`config.mk`:
```
export PLATFORM = sky130hd
export DESIGN_NAME = tak_front
export DESIGN_NICKNAME = d
export VERILOG_FILES = /design/src/design/tak_pkg.sv /design/src/design/tak_front.sv
export SDC_FILE = /design/constraint.sdc
export NUM_CORES = 1
export LEC_CHECK = 0
export ABC_AREA = 1
export BUFFER_PORTS_ARGS = -buffer_cell sky130_fd_sc_hd__buf_4
export CORE_UTILIZATION = 50
export DETAILED_ROUTE_END_ITERATION = 6
export GPL_TIMING_DRIVEN = 0
export HOLD_SLACK_MARGIN = 0.02
export PLACE_DENSITY = 0.77
export RECOVER_POWER = 100
export SETUP_SLACK_MARGIN = 0.05
export SYNTH_ARGS = -nofsm -noshare
export SYNTH_HDL_FRONTEND = slang
export SYNTH_SLANG_ARGS = --single-unit
```
`constraint.sdc`:
```
create_clock -name clk_i -period 5.15 [get_ports clk_i]
set_input_delay 0.2575 -clock clk_i [delete_from_list [all_inputs] [get_ports clk_i]]
set_output_delay 0.2575 -clock clk_i [all_outputs]
set_load 0.02 [all_outputs]
```
`src/design/tak_pkg.sv`:
```
// Shared types, constants and arithmetic helpers for the tilt angle Kalman filter.
`default_nettype none
package tak_pkg;

  localparam int FRAC_BITS     = 16;
  localparam int CORDIC_STAGES = 16;
  localparam int TBL_FRAC      = 24;
  localparam int CNT_W         = $clog2(CORDIC_STAGES);

  localparam logic signed [67:0] ONE_Q   = 68'sd1 <<< FRAC_BITS;
  localparam logic signed [67:0] ALIM    = 68'sd180 * ONE_Q;
  localparam logic signed [67:0] BLIM    = 68'sd2000 * ONE_Q;
  localparam logic signed [67:0] I32_MAX = 68'sd2147483647;
  localparam logic signed [67:0] I32_MIN = -68'sd2147483648;
  localparam logic [48:0]        K1_LIM  = 49'd1 << 27;

  typedef struct packed {
    logic               operation;
    logic signed [15:0] accel_a;
    logic signed [15:0] accel_b;
    logic signed [15:0] gyro_rate;
  } in_item_t;

  typedef struct packed {
    logic signed [24:0] angle_estimate;
    logic signed [27:0] bias_estimate;
  } out_item_t;

  typedef struct packed {
    logic [23:0] step_time;
    logic [31:0] process_noise;
    logic [31:0] measurement_noise;
    logic [10:0] gyro_fs;
  } cfg_t;

  typedef struct packed {
    logic     valid;
    in_item_t item;
  } queue_head_t;

  typedef enum logic [1:0] {
    REG_STEP_TIME, REG_PROC_NOISE, REG_MEAS_NOISE, REG_GYRO_FS
  } cfg_reg_e;

  typedef enum logic {
    OP_INIT   = 1'b0,
    OP_UPDATE = 1'b1
  } op_e;

  typedef enum logic [2:0] {
    ST_IDLE, ST_CORDIC, ST_MUL, ST_PREP, ST_DIV_K0, ST_DIV_K1, ST_OUT
  } back_state_e;

  typedef enum logic [3:0] {
    MS_APRI, MS_DTP11, MS_CROSS, MS_DT2, MS_ANGLE, MS_BIAS, MS_COVA, MS_COVC, MS_COVB
  } mul_step_e;

  // atan(2^-i) in degrees with TBL_FRAC fraction bits
  function automatic logic [31:0] atan_deg(input logic [4:0] idx);
    logic [31:0] v;
    case (idx)
      5'd0:  v = 32'd754974720;
      5'd1:  v = 32'd445687602;
      5'd2:  v = 32'd235489088;
      5'd3:  v = 32'd119537938;
      5'd4:  v = 32'd60000934;
      5'd5:  v = 32'd30029717;
      5'd6:  v = 32'd15018523;
      5'd7:  v = 32'd7509720;
      5'd8:  v = 32'd3754917;
      5'd9:  v = 32'd1877466;
      5'd10: v = 32'd938734;
      5'd11: v = 32'd469367;
      5'd12: v = 32'd234684;
      5'd13: v = 32'd117342;
      5'd14: v = 32'd58671;
      5'd15: v = 32'd29335;
      5'd16: v = 32'd14668;
      5'd17: v = 32'd7334;
      5'd18: v = 32'd3667;
      5'd19: v = 32'd1833;
      5'd20: v = 32'd917;
      5'd21: v = 32'd458;
      5'd22: v = 32'd229;
      5'd23: v = 32'd115;
      default: v = 32'd0;
    endcase
    return v;
  endfunction

  // round to nearest, ties toward plus infinity
  function automatic logic signed [67:0] rshr(input logic signed [67:0] v, input int s);
    logic signed [67:0] r;
    r = (v + (68'sd1 <<< (s - 1))) >>> s;
    return r;
  endfunction

  function automatic logic signed [67:0] sat(input logic signed [67:0] v,
                                             input logic signed [67:0] lo,
                                             input logic signed [67:0] hi);
    logic signed [67:0] r;
    r = (v < lo) ? lo : ((v > hi) ? hi : v);
    return r;
  endfunction

endpackage
`default_nettype wire

```
`src/design/tak_front.sv`:
```
// Input queue: accepts items and presents the oldest one to the back end.
`default_nettype none
module tak_front import tak_pkg::*; (
  input  wire logic        clk_i,
  input  wire logic        rst_ni,
  input  wire logic        push_i,
  input  wire in_item_t    item_i,
  output logic             full_o,
  output queue_head_t      head_o,
  input  wire logic        take_i
);

  in_item_t    mem_q [2];
  logic        wr_q, rd_q;
  logic [1:0]  cnt_q;
  logic        do_push, do_take;

  assign full_o      = (cnt_q == 2'd2);
  assign do_push     = push_i && !full_o;
  assign do_take     = take_i && (cnt_q != 2'd0);
  assign head_o.valid = (cnt_q != 2'd0);
  assign head_o.item  = mem_q[rd_q];

  always_ff @(posedge clk_i) begin
    if (do_push) mem_q[wr_q] <= item_i;
  end

  always_ff @(posedge clk_i or negedge rst_ni) begin
    if (!rst_ni) begin
      wr_q  <= 1'b0;
      rd_q  <= 1'b0;
      cnt_q <= 2'd0;
    end else begin
      if (do_push) wr_q <= ~wr_q;
      if (do_take) rd_q <= ~rd_q;
      cnt_q <= cnt_q + {1'b0, do_push} - {1'b0, do_take};
    end
  end

endmodule
`default_nettype wire

```
==> results.yml, run 1 <==
routing:
  vias_per_cell: 4.55
  wl_per_cell_um: 12.8
  count_of_nets_left_with_antenna_violations_after_detail_routing: 0
  drt-initial-drc-count: 107
  routed_wl_um: 6490
  first_pass_iters: 4
  detailed_route_drc_error_count: 0
  total_number_of_vias: 2318
clocking:
  clk_path_buf_depth: 2
  cts_max_level: 3
  cts.sink_count: 102
  insertion_delay_ns: 0.34
  cts_tree: "built"
  root_buf_cell: "sky130_fd_sc_hd__clkbuf_8"
  cts.reportedPaths.clkPinSlew_ns: 0.10
  post_cts.resized_instances: 0
  cts-buffers-inserted: 9
cells_and_area:
  seq_area_sq_um: 3040
  areaGrowthSynthToFinish_pct: 21.3
  fin_nets: 461
  antenna_cells: 0
  final_layout_size_suffix_gt1_share_pct: 16.1
  fillerInstances: 598
  multi_input_comb_area_sq_um: 649
worst_hold_path:
  hp-start: "item_i[39]"
  worst_hold_path.num_cells: 1
  holdCritPathClass: "in -> reg"
  hold_end: "mem_q[0][39]$_DFFE_PP_"
pwr:
  power_per_cell_area_nw_per_um2: 559
  total_leakage_power_nw: 1.90
  vdd_ir_drop_max_mv: 0.267
  finalPower_mw: 2.61
worst_setup_path:
  regToRegStartpoint: "cnt_q[1]$_DFF_PN0_"
  path_delay_family: "buffers and inverters"
  timing.setup.critical_path_class: "reg -> reg"
  timing.reg2reg.worst_path_depth: 4
  critPathSlowestCell: "sky130_fd_sc_hd__clkbuf_1"
  timing.critical_path.arrival_ns: 2.85
  worstSetupStartpointType: "flop"
  regToRegSetupSlack_ns: 2.24
  largest_driver_fanout_on_the_critical_path: 26
  crit-reg2reg-capture: "mem_q[0][28]$_DFFE_PP_"
  cp_data_required_time_ns: 5.10
  bufs_and_invs_on_worst_path: 2
  timing.critical_path.slowest_cell_delay_ns: 1.13
  end_kind: "flop"
  crit_chain: "nand2_1, nand3_1, inv_1, clkbuf_1"
yosys:
  synth_largest_type_area_fraction_pct: 76.5
  post_synth_edffs: 98
  post_synth_main_area_contributors: "sky130_fd_sc_hd__edfxtp_1 (77%), sky130_fd_sc_hd__nand2_1 (16%), sky130_fd_sc_hd__dfrtp_1 (2.6%), sky130_fd_sc_hd__buf_6 (1.5%), sky130_fd_sc_hd__buf_4 (0.98%)"
  seq_area_frac_synth_pct: 79.1
  yosysMostFrequentCell: "sky130_fd_sc_hd__nand2_1"
  synth_top_cell_by_area: "sky130_fd_sc_hd__edfxtp_1"
  synthArstFlopShare_pct: 3.92
  yosys_most_used_dff: "sky130_fd_sc_hd__edfxtp_1"
  synth_common_cells: "sky130_fd_sc_hd__nand2_1 (160), sky130_fd_sc_hd__edfxtp_1 (98), sky130_fd_sc_hd__inv_1 (9)"
  netlist_instances: 289
  ys_seq_elements: 102
  syn_area_per_cell_sq_um: 13.3
  synth-warning-count: 0
  mapped_nets: 344
  post_synth_num_cell_types: 12
  syn-cell-area_sq_um: 3850
floorplan:
  floorplan_row_count: 31
  design.die.area_sq_um: 8050
  coreArea_sq_um: 7330
  starting_utilization_of_the_core_area_pct: 52.5
  dieHeight_um: 89.7
  die-width_um: 89.7
  ios: 104
global_routing:
  antenna_found_initial: 0
  grt_start_max_net_pins: 28
  grt-ovfl-total: 0
  grt_first_pass_wirelength_um: 10800
  grt_pass1_vias: 2260
  globalRouteTotalUtil_pct: 17.3
sta:
  clock_period_minus_final_worst_setup_slack_ns: 2.91
  fin_crit_sh_pct: 56.4
  tns_ns: 0
  final-setup-viol-count: 0
  final-max-slew-violation-count: 23
  fin_worst_skew_ns: 0.0107
  grt_setup_unrepaired: "false"
  relSlewSlack_pct: -35.8
  timing.final.hold_violations: 0
  finalHoldWorstSlack_ns: 0.114
  worst_pin_slew_ns: 2.03
  max_freq_ghz: 0.344
placed_design:
  finalWeightedCongestion: 0.716
  detailed_placement_wirelength_estimate_um: 4360
  place.port_buffers: 103
run_status:
  outcome: "complete, but fails checks"
  violations: "capacitance limit, slew limit"
flow_run:
  drv.max_cap_violation_count: 1
[power by group]
group	internal, mW	switching [mW]
clock	0.171	0.253
sequential	1.14	0.0422
combinational	0.272	0.735
[cell usage in the layout, fill, tap and decap left out]
master                          count
sky130_fd_sc_hd__nand3_2            1
sky130_fd_sc_hd__nor2_1             1
sky130_fd_sc_hd__buf_4             13
sky130_fd_sc_hd__inv_1              9
sky130_fd_sc_hd__clkbuf_1          66
sky130_fd_sc_hd__nand2_1          160
sky130_fd_sc_hd__clkbuf_4          36
sky130_fd_sc_hd__clkinv_1           1
sky130_fd_sc_hd__clkinv_4           1
sky130_fd_sc_hd__ha_1               2
sky130_fd_sc_hd__buf_12             1
sky130_fd_sc_hd__clkinvlp_4         3
sky130_fd_sc_hd__dfrtp_1            4
sky130_fd_sc_hd__nand3_1            2
sky130_fd_sc_hd__edfxtp_1          98
sky130_fd_sc_hd__clkinv_2           1
sky130_fd_sc_hd__clkinvlp_2         1
sky130_fd_sc_hd__clkbuf_8           9
sky130_fd_sc_hd__dlygate4sd3_1      1
[logic make-up (layout without fill, tap and decap cells)]
group | after synthesis | in the layout | share of synthesized area (%)
fa+ha+maj | 2 | 2 | 0.651
buf+inv | 21 | 142 | 4.00
flops | 102 | 102 | 79.1
simple gates | 164 | 164 | 16.2
[layer usage]
| layer | GRT usage, % | routed length [um] | vias up |
|---|---|---|---|
| li1 | - | - | 1189 |
| met1 | 21.5 | 2790 | 1050 |
| met2 | 29.1 | 3240 | 73 |
| met3 | 4.74 | 399 | 6 |
| met4 | 6.28 | 68 | 0 |
| met5 | 0 | 0 | - |
[stage by stage]
| step | instance area [sq um] | worst slack (ns) | utilization, % | std cells |
|---|---|---|---|---|
| final | 4660 | 2.24 | 63.6 | 509 |
| after detailed placement | 4790 | 3.34 | 65.4 | 493 |
| after global routing | 4660 | 1.96 | 63.6 | 509 |
| after CTS | 4960 | 3.31 | 67.7 | 509 |
| after global placement | 4740 | 0.949 | 64.7 | 491 |
| after floorplan | 3850 | 2.08 | - | 289 |
[worst max path at each step]
stage          cells past startpoint          startpoint                endpoint
6_report                           4  cnt_q[1]$_DFF_PN0_  mem_q[0][28]$_DFFE_PP_
2_1_floorplan                      3  cnt_q[1]$_DFF_PN0_   mem_q[1][0]$_DFFE_PP_
3_3_place_gp                       3  cnt_q[1]$_DFF_PN0_  mem_q[1][23]$_DFFE_PP_
5_1_grt                            4  cnt_q[1]$_DFF_PN0_  mem_q[0][25]$_DFFE_PP_
4_1_cts                            4  cnt_q[1]$_DFF_PN0_  mem_q[1][22]$_DFFE_PP_
3_5_place_dp                       4  cnt_q[1]$_DFF_PN0_  mem_q[1][24]$_DFFE_PP_
[area by class of cell]
class,instances,area share (%)
flip-flops and latches,102,65.2
multi-input cells,166,13.9
repair buffers,106,12.6
clock buffers,9,2.66
well taps,99,2.66
plain buffers,11,1.29
clock inverters,6,0.858
inverters,10,0.832
[registers in the layout, indices dropped and copies added (netlist names)]
signal and cells:
cnt_q 2, mem_q 98, rd_q 1, wr_q 1
[what timing repair did]
| action | 4_1_cts | 5_1_grt |
|---|---|---|
| hold buffers | 1 | 0 |
| buffers inserted | 0 | 0 |
| endpoints found under the hold margin | 4 | 0 |
(Power assumes the default switching activity.)
==> inputs of run 2 (changes only) <==
- clock period: 5.15 -> 2.9 ns (I/O delays scaled with it)
==> run 2 against run 1 <==
The flow now finishes without violations. Fmax rose by 25%. Global-route usage rose by 3.1 points. Total power rose by 82%. Clock skew fell by 0.0047 ns. Critical path depth rose by 1. Highest routed layer unchanged. Via count rose by 13%. Worst setup slack got worse by 1.7 ns. Sequential power rose by 77%. Non-clock buffer count rose by 49. Critical path type unchanged. First-iteration DRC count rose by 4.7%. Combinational power rose by 89%.
==> results.yml, run 2 (synthesis gave the netlist of run 1 again) <==
run_status:
  outcome: "complete, no violations"
global_routing:
  grt_first_pass_wirelength_um: 12600
  antenna_found_initial: 0
  globalRouteTotalUtil_pct: 20.4
  grt-ovfl-total: 0
  grt_start_max_net_pins: 30
  grt_pass1_vias: 2721
worst_setup_path:
  end_kind: "flop"
  regToRegStartpoint: "cnt_q[0]$_DFF_PN0_"
  timing.reg2reg.worst_path_depth: 5
  crit-reg2reg-capture: "mem_q[1][21]$_DFFE_PP_"
  critPathLaunch: "cnt_q[0]$_DFF_PN0_"
  timing.setup.critical_path_class: "reg -> reg"
  timing.critical_path.arrival_ns: 2.32
  cp_data_required_time_ns: 2.88
  worstSetupStartpointType: "flop"
  largest_driver_fanout_on_the_critical_path: 29
  regToRegSetupSlack_ns: 0.57
pwr:
  internal_power_mw: 2.86
  power.share.sequential_pct: 44.0
  power.share.switching_pct: 39.8
  vdd_ir_drop_max_mv: 0.582
  total_leakage_power_nw: 2.13
  power_per_cell_area_nw_per_um2: 915
  power.switching_mw: 1.89
  share_comb_of_total_power_pct: 40.1
  share_clk_of_total_power_pct: 15.9
  finalPower_mw: 4.76
sta:
  tns_ns: 0
  worst_pin_slew_ns: 0.984
  postLayoutSetupSlackWorst_ns: 0.567
  max_freq_ghz: 0.429
  fin_crit_sh_pct: 80.5
  timing.final.hold_violations: 0
  grt_setup_unrepaired: "false"
  final-max-slew-violation-count: 0
  fin_worst_skew_ns: 0.00594
  relSlewSlack_pct: 34.3
  clock_period_minus_final_worst_setup_slack_ns: 2.33
  final-setup-viol-count: 0
floorplan:
  floorplan_row_count: 31
  ios: 104
  coreArea_sq_um: 7330
  dieHeight_um: 89.7
  design.die.area_sq_um: 8050
  die-width_um: 89.7
  starting_utilization_of_the_core_area_pct: 52.5
placed_design:
  finalWeightedCongestion: 0.692
  placed_area_sq_um: 4800
  place.port_buffers: 103
  detailed_placement_wirelength_estimate_um: 4700
  dpl_worst_slack_ns: 0.904
routing:
  total_number_of_vias: 2613
  drt-initial-drc-count: 112
  detailed_route_drc_error_count: 0
  wl_per_cell_um: 13.7
  count_of_nets_left_with_antenna_violations_after_detail_routing: 0
  first_pass_iters: 4
  routed_wl_um: 7640
  vias_per_cell: 4.67
worst_hold_path:
  worst_hold_path.num_cells: 3
  hold_end: "rd_q$_DFFE_PN0P_"
  holdCritPathClass: "in -> reg"
  hp-start: "take_i"
clocking:
  cts.reportedPaths.clkPinSlew_ns: 0.09
  insertion_delay_ns: 0.34
  cts_tree: "built"
  cts-buffers-inserted: 9
  post_cts.resized_instances: 0
  post-cts-setup-buffer-count: 0
  root_buf_cell: "sky130_fd_sc_hd__clkbuf_8"
  cts_max_level: 3
  cts.sink_count: 102
  clk_path_buf_depth: 2
cells_and_area:
  fillerInstances: 542
  mostFrequentLayoutCells: "sky130_fd_sc_hd__nand2_1 (160), sky130_fd_sc_hd__edfxtp_1 (98), sky130_fd_sc_hd__clkbuf_1 (61)"
  max_flop_register: "mem_q"
  antenna_cells: 0
  largest_regs: "mem_q (98), cnt_q (2)"
  largest_register_ffs: 98
  finish.utilization_pct: 70.9
  areaGrowthSynthToFinish_pct: 35.2
  fin_nets: 510
  final_layout_size_suffix_gt1_share_pct: 16.1
  layout.cells.most_common: "sky130_fd_sc_hd__nand2_1"
  fin_area_sq_um: 5200
flow_run:
  drv.max_cap_violation_count: 0
-- run 2: cell count changes in the layout (fill, tap and decap cells not counted), sizes merged --
| cell | delta |
|---|---|
| clkbuf | +3 |
| clkinv | -1 |
| clkinvlp | -1 |
| inv | +1 |
| buf | -1 |
| dlygate4sd3 | +49 |
-- run 2: how the worst max path moves through the flow --
stage	end	slack [ns]	cells after the start
floorplan	mem_q[1][0]$_DFFE_PP_	0.65	3
global placement	mem_q[1][18]$_DFFE_PP_	-0.02	3
detailed placement	mem_q[1][25]$_DFFE_PP_	0.90	5
CTS	mem_q[1][27]$_DFFE_PP_	0.89	5
global route	mem_q[1][33]$_DFFE_PP_	0.43	5
finish	mem_q[1][21]$_DFFE_PP_	0.57	5
-- run 2: power by group through the flow --
stage	Clock (mW)	Combinational (mW)	Sequential [mW]
final	0.758	1.91	2.09
after global routing	0.836	2.11	2.12
after CTS	0.773	2.31	2.09
after detailed placement	0	2.25	2.12
after global placement	0	2.14	2.13
after floorplan	0	1.32	2.11
-- run 2: cell type report --
cell class	instances	area (sq um)	area share, %
Buffer	11	67.6	1.30
Clock buffer	11	131	2.53
Clock inverter	5	36.3	0.698
Inverter	10	45.0	0.866
Multi-Input combinational cell	166	657	12.6
Sequential cell	102	3040	58.5
Tap cell	99	124	2.38
Timing Repair Buffer	155	1100	21.1
-- run 2: critical path, stage by stage (launching register included) --
cell	delay, ns
sky130_fd_sc_hd__dfrtp_1	0.37
sky130_fd_sc_hd__inv_1	0.07
sky130_fd_sc_hd__nand2_1	0.11
sky130_fd_sc_hd__nand2_1	0.14
sky130_fd_sc_hd__nor2_4	0.67
sky130_fd_sc_hd__clkbuf_2	0.61
-- run 2: per-layer routing --
layer	share of wire, %	vias up	wire (um)	global-route usage [%]
met5	0	-	0	0
met4	2.0	0	149	9.02
met3	5.1	14	392	5.41
met2	54	86	4160	37.1
met1	38	1222	2940	22.3
li1	-	1291	-	-
-- run 2: stage by stage --
stage | hold WS, ns | std cells
2_1_floorplan | -0.151 | 289
3_3_place_gp | -0.0562 | 491
3_5_place_dp | -0.0539 | 493
4_1_cts | 0.0251 | 559
5_1_grt | 0.0599 | 559
6_report | 0.0468 | 559
-- run 2: what timing repair did --
item,CTS,global route
setup endpoints to repair,0,0
hold endpoints to repair,102,0
hold buffers,50,0
==> inputs of run 3 (changes only) <==
- CORE_UTILIZATION: 50 -> 47
- PLACE_DENSITY: 0.77 -> 0.76
- clock period: 2.9 -> 1.85 ns (I/O delays scaled with it)
==> run 3 against run 2 <==
Worst hold slack improved by 0.052 ns. Total power is 61% higher. Clock power is 77% higher. Final area is 1.3% higher. First-iteration DRC count is the same. Clock skew grew 0.0056 ns. Final cell count is 0.89% higher. Wire length rose by 2.8%. Combinational power grew 60%.
==> results.yml, run 3 (synthesis gave the netlist of run 1 again) <==
floorplan:
  ios: 104
  die-width_um: 92.5
  starting_utilization_of_the_core_area_pct: 49.3
  floorplan_row_count: 32
  design.die.area_sq_um: 8550
  coreArea_sq_um: 7810
  dieHeight_um: 92.5
sta:
  timing.final.hold_violations: 0
  clock_period_minus_final_worst_setup_slack_ns: 1.72
  postLayoutSetupSlackWorst_ns: 0.128
  tns_ns: 0
  final-max-slew-violation-count: 0
  worst_pin_slew_ns: 0.667
  relSlewSlack_pct: 55.5
  fin_crit_sh_pct: 93.1
  fin_worst_skew_ns: 0.0115
  grt_setup_unrepaired: "true"
  max_freq_ghz: 0.581
  finalHoldWorstSlack_ns: 0.0985
  final-setup-viol-count: 0
clocking:
  cts-buffers-inserted: 9
  cts.sink_count: 102
  root_buf_cell: "sky130_fd_sc_hd__clkbuf_8"
  cts_tree: "built"
  insertion_delay_ns: 0.35
  clk_path_buf_depth: 2
  post-cts-setup-buffer-count: 0
  cts_max_level: 3
  cts.reportedPaths.clkPinSlew_ns: 0.09
worst_setup_path:
  worst_setup_path_endpoint: "mem_q[0][12]$_DFFE_PP_"
  worstSetupStartpointType: "flop"
  end_kind: "flop"
  timing.reg2reg.worst_path_depth: 4
  regToRegStartpoint: "cnt_q[0]$_DFF_PN0_"
  critPathLaunch: "cnt_q[0]$_DFF_PN0_"
  cp_data_required_time_ns: 1.76
  regToRegSetupSlack_ns: 0.13
  largest_driver_fanout_on_the_critical_path: 25
  crit-reg2reg-capture: "mem_q[0][12]$_DFFE_PP_"
  timing.setup.critical_path_class: "reg -> reg"
  timing.critical_path.arrival_ns: 1.63
routing:
  first_pass_iters: 4
  routed_wl_um: 7860
  count_of_nets_left_with_antenna_violations_after_detail_routing: 0
  total_number_of_vias: 2639
  vias_per_cell: 4.68
  detailed_route_drc_error_count: 0
  drt-initial-drc-count: 112
  wl_per_cell_um: 13.9
pwr:
  vdd_ir_drop_max_mv: 0.684
  power_per_cell_area_nw_per_um2: 1460
  internal_power_mw: 4.66
  total_leakage_power_nw: 2.16
  power.share.switching_pct: 39.2
  power.switching_mw: 3.01
  power.share.sequential_pct: 42.7
  share_comb_of_total_power_pct: 39.8
  share_clk_of_total_power_pct: 17.5
cells_and_area:
  layout.cells.non_filler: 564
  largest_register_ffs: 98
  seq_area_sq_um: 3040
  final_layout_size_suffix_gt1_share_pct: 17.5
  largest_regs: "mem_q (98), cnt_q (2)"
  fillerInstances: 640
  antenna_cells: 0
  areaGrowthSynthToFinish_pct: 37.0
  mostFrequentLayoutCells: "sky130_fd_sc_hd__nand2_1 (160), sky130_fd_sc_hd__edfxtp_1 (98), sky130_fd_sc_hd__clkbuf_1 (56)"
  fin_nets: 512
  finish.utilization_pct: 67.5
  multi_input_comb_area_sq_um: 668
  layout.cells.most_common: "sky130_fd_sc_hd__nand2_1"
  max_flop_register: "mem_q"
global_routing:
  grt_start_max_net_pins: 27
  antenna_found_initial: 0
  grt_first_pass_wirelength_um: 12100
  grt_pass1_vias: 2582
  grt-ovfl-total: 0
  globalRouteTotalUtil_pct: 19.0
placed_design:
  finalWeightedCongestion: 0.675
  dpl_worst_slack_ns: -0.376
  detailed_placement_wirelength_estimate_um: 4510
  place.port_buffers: 103
  dpl.cell_count: 495
run_status:
  outcome: "complete, no violations"
flow_run:
  drv.max_cap_violation_count: 0
worst_hold_path:
  holdCritPathClass: "in -> async"
==> run 3: through the flow <==
| stage | instance area (sq um) | power [mW] |
|---|---|---|
| 4_1_cts | 5490 | 8.23 |
| 6_report | 5270 | 7.67 |
| 2_1_floorplan | 3860 | 5.38 |
| 3_5_place_dp | 4780 | 6.80 |
| 5_1_grt | 5270 | 8.13 |
| 3_3_place_gp | 4760 | 6.71 |
==> run 3: area by class of cell <==
class,instances,share of cell area [%]
plain buffers,11,1.59
clock buffers,11,2.49
clock inverters,5,1.12
inverters,10,0.926
multi-input cells,167,12.7
flip-flops and latches,102,57.7
well taps,102,2.42
repair buffers,155,20.9
repair inverters,1,0.142
==> run 3: how the worst min path moves through the flow <==
stage	start	to	slack [ns]	depth (start not counted)
2_1_floorplan	rst_ni	cnt_q[0]$_DFF_PN0_	-0.20	0
3_3_place_gp	rst_ni	wr_q$_DFFE_PN0N_	-0.11	1
3_5_place_dp	rst_ni	wr_q$_DFFE_PN0N_	-0.11	1
4_1_cts	rst_ni	wr_q$_DFFE_PN0N_	0.04	2
5_1_grt	push_i	wr_q$_DFFE_PN0N_	0.11	3
6_report	rst_ni	wr_q$_DFFE_PN0N_	0.1	2
==> run 3: power by group through the flow <==
| stage | sequential (mW) | combinational (mW) | clock, mW |
|---|---|---|---|
| 3_3_place_gp | 3.32 | 3.39 | 0 |
| 6_report | 3.28 | 3.06 | 1.34 |
| 2_1_floorplan | 3.30 | 2.08 | 0 |
| 5_1_grt | 3.33 | 3.36 | 1.44 |
| 4_1_cts | 3.28 | 3.59 | 1.37 |
| 3_5_place_dp | 3.34 | 3.46 | 0 |
==> run 3: repair_timing <==
| item | in CTS | in global routing |
|---|---|---|
| cloned | 1 | 1 |
| endpoints found under the setup margin | 75 | 75 |
| resized for setup | 1 | 1 |
| pin swaps | 1 | 1 |
| hold buffers | 51 | 0 |
| endpoints found under the hold margin | 103 | 0 |
==> run 3: critical path: stages, from the launching register on <==
cell and delay [ns]:
sky130_fd_sc_hd__dfrtp_1 0.39, sky130_fd_sc_hd__inv_1 0.08, sky130_fd_sc_hd__nand2_1 0.11, sky130_fd_sc_hd__nand3_2 0.17, sky130_fd_sc_hd__clkinvlp_4 0.52
==> run 3: routing by layer <==
layer,up-vias,share of wire [%],GRT usage (%)
met2,87,51,33.8
met4,0,1.8,8.59
met5,-,0,0
li1,1299,-,-
met1,1236,42,22.5
met3,17,4.9,3.45
